===== src/rtl/hpc_pkg.sv =====
package hpc_pkg;

  localparam int FRAC_BITS = 16;
  localparam int MAX_VERTS_DEF = 8;
  localparam int GUARD_W = 18;
  localparam logic [GUARD_W-1:0] GUARD_RESET = 18'd65601;
  localparam int NUM_COORDS = 6;
  localparam int MUL_AW = 33;
  localparam int MUL_BW = GUARD_W + 1;
  localparam int DIST_W = MUL_AW + MUL_BW;
  localparam int DIV_W = DIST_W + 1;

  localparam logic [2:0] CI_X = 3'd0;
  localparam logic [2:0] CI_Y = 3'd1;
  localparam logic [2:0] CI_Z = 3'd2;
  localparam logic [2:0] CI_W = 3'd3;
  localparam logic [2:0] CI_U = 3'd4;
  localparam logic [2:0] CI_V = 3'd5;

  typedef logic [NUM_COORDS-1:0][31:0] vtx_t;

  typedef enum logic [2:0] {
    PL_LEFT, PL_RIGHT, PL_TOP, PL_BOTTOM, PL_NEAR, PL_FAR
  } plane_t;

  typedef enum logic [3:0] {
    S_IDLE, S_PASS, S_FETCH, S_LATCH, S_DIST, S_DECIDE, S_DIV, S_LERP, S_LACC,
    S_PUSHI, S_PUSHE, S_NEXT, S_ERD, S_EOUT, S_EEMPTY
  } state_t;

  typedef struct packed {
    logic signed [31:0] in_x;
    logic signed [31:0] in_y;
    logic signed [31:0] in_z;
    logic signed [31:0] in_w;
    logic signed [31:0] in_u;
    logic signed [31:0] in_v;
    logic in_last;
  } in_item_t;

  typedef struct packed {
    logic signed [31:0] out_x;
    logic signed [31:0] out_y;
    logic signed [31:0] out_z;
    logic signed [31:0] out_w;
    logic signed [31:0] out_u;
    logic signed [31:0] out_v;
    logic out_last;
    logic out_empty;
  } out_item_t;

  typedef struct packed {
    logic start;
    logic [DIV_W-1:0] num;
    logic [DIV_W-1:0] den;
  } div_req_t;

endpackage


===== src/rtl/hpc_mul.sv =====
module hpc_mul import hpc_pkg::*; (
  input  logic                     clk,
  input  logic signed [MUL_AW-1:0] a,
  input  logic signed [MUL_BW-1:0] b,
  output logic signed [DIST_W-1:0] p
);

  always_ff @(posedge clk) begin
    p <= DIST_W'(a * b);
  end

endmodule


===== config.mk =====
export PLATFORM = sky130hd
export DESIGN_NAME = hpc_mul
export DESIGN_NICKNAME = d
export VERILOG_FILES = /design/src/rtl/hpc_pkg.sv /design/src/rtl/hpc_mul.sv
export SDC_FILE = /design/constraint.sdc
export NUM_CORES = 2
export LEC_CHECK = 0
export ABC_AREA = 1
export BUFFER_PORTS_ARGS = -buffer_cell sky130_fd_sc_hd__buf_4
export CAP_MARGIN = 10
export CELL_PAD_IN_SITES_DETAIL_PLACEMENT = 0
export CELL_PAD_IN_SITES_GLOBAL_PLACEMENT = 1
export CORE_MARGIN = 3
export CORE_UTILIZATION = 30
export CTS_BUF_LIST = sky130_fd_sc_hd__clkbuf_8
export DETAILED_ROUTE_END_ITERATION = 8
export PLACE_DENSITY_LB_ADDON = 0.1
export SYNTH_ARGS = -nofsm -noshare
export SYNTH_HDL_FRONTEND = slang
export SYNTH_SLANG_ARGS = --single-unit

===== constraint.sdc =====
create_clock -name clk -period 5.6 [get_ports clk]
set_input_delay 0 -clock clk [delete_from_list [all_inputs] [get_ports clk]]
set_output_delay 0 -clock clk [all_outputs]
set_load 0.005 [all_outputs]

Word level (Yosys, flattened, before mapping)
Cells that the tools add are included.
- flip-flop bits (word level): 52
- bits in latches: 0
- bits in writable memories: 0
- ROM bits: 0
- bits of input ports: 53
- logic and storage cells: 2
- memories: 0
- add/subtract/negate cells: 0
- multipliers: 1
- divide/modulo/power cells: 0
- order comparisons: 0
- equality and inequality tests: 0
- shift operators: 0
- multiplexer cells: 0
- bitwise gates (word level): 0
- reduce and logical (&&, ||, !) cells: 0
- operator list (kind ; number):
    33-bit by 19-bit multiplier with 52-bit output ; 1

Longest topological paths before layout
- depth after elaboration: 1
- gate-level depth with buffers: 29
- gate-level depth less buffers: 27

Worst setup path before layout
No wires, ideal clock.
- kind: input -> register
- start: input port a[32]
- end: register p[51]
- setup time: 0.112 ns
- data arrival time: 5.629 ns
- data required time: 5.488 ns
- slack: -0.141 ns
- stages: 25
- path buffers: 2
- path through: clkbuf_1 > clkbuf_1 > nand2_1 > fa_1 > inv_1 > fa_1 > fa_1 > inv_1 > fa_1 > inv_1 > fa_1 > inv_1 > fa_1 > inv_1 > ha_1 > ha_1 > inv_1 > nor3_1 > nand2_1 > nor2_2 > nand2_1 > a21oi_1 > nor2_1 > nand2_1 > nand2_1
- longest elaborated chain between the ends: 1
- RTL lines (what ; line ; text):
    start, declared ; hpc_mul.sv:3 ; input logic signed [MUL_AW-1:0] a,
    33-bit by 19-bit multiplier with 52-bit output ; hpc_mul.sv:9 ; p <= DIST_W'(a * b);
    end signal, assigned ; hpc_mul.sv:9 ;
    end, declared ; hpc_mul.sv:5 ; output logic signed [DIST_W-1:0] p
Every way passes these cells.

Worst setup path in the final report
- start: input port b[1]
- end: register p[42]
- longest elaborated chain between the ends: 1
- RTL lines (what ; line ; text):
    start, declared ; hpc_mul.sv:4 ; input logic signed [MUL_BW-1:0] b,
    33-bit by 19-bit multiplier with 52-bit output ; hpc_mul.sv:9 ;
Every way passes these cells.

==> impl_metrics.json <==
{
  "required_ns": 5.84,
  "slowest_stage": "fa_1",
  "firstDrtPassIters": 5,
  "antenna_left": 0,
  "die_w_um": 293,
  "synth.net_count": 4039,
  "htreeDepth": 2,
  "syn_inst": 3238,
  "drive_gt1_share_pct": 13.3,
  "cts_tree": "done",
  "min_period_over_period_pct": 95.2,
  "grt_pass1_wl_um": 125000,
  "initial_core_util_pct": 30.5,
  "ys_ff_latch": 52,
  "crit_type": "input port to flop",
  "cts_root_buffer": "clkbuf_8",
  "die_h_um": 293,
  "grtUsageTotal_pct": 18.7,
  "synth_cell_types": 31,
  "critPathCaptureType": "flop",
  "tightest_slew_ns": 0.365,
  "largestRegisters": "p x52",
  "min_path_type": "input port to flop",
  "num_vias": 19400,
  "cts_max_path_buffers": 2,
  "synthTopCellsByArea": "fa_1 49%, inv_1 16%, nand2_1 14%, ha_1 7.1%, dfxtp_1 4.2%",
  "dp_hpwl_um": 70800,
  "fin_crit_ns": 5.33,
  "ys_seq_area_share_pct": 4.22,
  "row_count": 104,
  "crit_family": "adder cells",
  "cpMostUsedCell": "fa_1",
  "grt_pass1_vias": 21900,
  "port_buffers": 104,
  "crit_path_start_kind": "input port",
  "critPathArrivalTime_ns": 5.57,
  "vias_per_cell": 4.28,
  "hold_violations": 0,
  "route.detailed.drc": 0,
  "synthesis.area_um2": 24700,
  "clock-sinks": 52,
  "grt_overflow": 0,
  "wl_per_cell_um": 17.2,
  "synth_top_area_share_pct": 49.2,
  "setup-violations-final": 0,
  "boundaryPins": 105,
  "area_delta_synth_final_pct": 16.3,
  "top_register": "p",
  "antenna_found_initial": 0,
  "core_area_um2": 81100,
  "largest_reg_flops": 52,
  "hold-worst-slack_ns": 0.136,
  "yosysTopAreaCell": "fa_1",
  "cp_slowest_stage_delay_ns": 0.54,
  "cts_buffers": 5,
  "yosys_warnings": 0,
  "clk_pin_slew_worst_paths_ns": 0.13,
  "drt-total-wl_um": 77900,
  "drt-initial-drc-count": 749,
  "critPathMaxFanout": 9,
  "slew-limit-headroom_pct": 75.4,
  "path_cells": "buf_4 -> buf_4 -> nand2_1 -> fa_1 -> inv_1 -> fa_1 -> inv_1 -> fa_1 -> inv_1 -> fa_1 -> fa_1 -> inv_1 -> fa_1 -> inv_1 -> ha_1 -> ha_2 -> nand2_2 -> nor2_4 -> nand2_1 -> buf_4 -> nor2_2 -> nand3_2 -> nand4_1 -> nand2_1",
  "gp_congestion": 0.832,
  "rsz0062_at_grt": "yes",
  "antenna_cells": 0,
  "grt_max_degree": 25,
  "cp.buffers_inverters": 8,
  "final_nets": 4272,
  "fmax_mhz": 187,
  "dieArea_um2": 85800,
  "avgSynthCellArea_um2": 7.63,
  "maxCapViolCount": 0,
  "status": "finished clean",
  "finalMaxSlewViolations": 0
}
## cell usage after synthesis, drive strengths merged
master	instances
a21oi	45
and2	1
and3	3
buf	15
clkbuf	126
clkinv	3
dfxtp	52
fa	607
ha	141
inv	1035
nand2	965
nand3	49
nand3b	1
nand4	15
nor2	119
nor3	5
o211ai	1
o21ai	13
o21bai	4
or2	8
xnor2	12
xor2	18
## cell families after synthesis
group,count (synthesis),share of synthesized area (%)
fa+ha+maj,748,56.3
buf+inv,1179,17.9
compound gates,63,1.39
flops,52,4.22
xor+xnor,30,1.06
simple gates,1166,19.1
## worst paths after layout
check | from | endpoint | slack [ns] | cells past startpoint
worst max-delay path | b[1] | p[42] | 0.27 | 24
worst min-delay path | a[0] | p[0] | 0.14 | 4
## cell type report
class	instances	area, um^2
Tap cell	1060	1330
Clock buffer	5	68.8
Sequential cell	52	1040
Inverter	1038	3900
Timing Repair Buffer	367	3010
Fill cell	8735	52400
Multi-Input combinational cell	2007	19300
Clock inverter	3	33.8
## metrics by stage
stage / setup TNS (ns) / instance area (um^2) / worst slack [ns] / utilization [%] / cells
finish: 0 / 28700 / 0.266 / 35.4 / 4532
global placement: -4.65 / 28500 / -0.389 / 35.1 / 4524
floorplan: 0 / 24700 / 0.0454 / - / 3238
detailed placement: -4.90 / 28500 / -0.371 / 35.1 / 4524
CTS: 0 / 28600 / 0.0184 / 35.2 / 4532
global route: -0.0257 / 28700 / -0.0103 / 35.4 / 4532
## routing by layer
layer  vias to the layer above  wire [um]  GRT usage, %
li1                       9324          -             -
met1                      9786      34100          24.1
met2                       226      41300          35.4
met3                        50       1470          1.10
met4                         0        972          2.35
met5                         -          0             0
## what timing repair did
action                                 4_1_cts  5_1_grt
buffers inserted                             0        0
hold buffers                                 0        0
gates resized for setup                      0       33
endpoints found under the hold margin        0        0
setup endpoints to repair                    0       12
## placed cells by master (no fill, tap or decap), types with 23 or more instances in the layout
| cell type | n |
|---|---|
| inv_1 | 1032 |
| nand2_1 | 938 |
| fa_1 | 606 |
| buf_4 | 341 |
| ha_1 | 135 |
| nor2_1 | 93 |
| dfxtp_1 | 52 |
| nand3_1 | 44 |
| a21oi_1 | 44 |
| nor2_2 | 23 |
| nand2_2 | 23 |
Power is not shown: default switching activity piles up to over one toggle a cycle in this logic, so the estimate is an artifact.
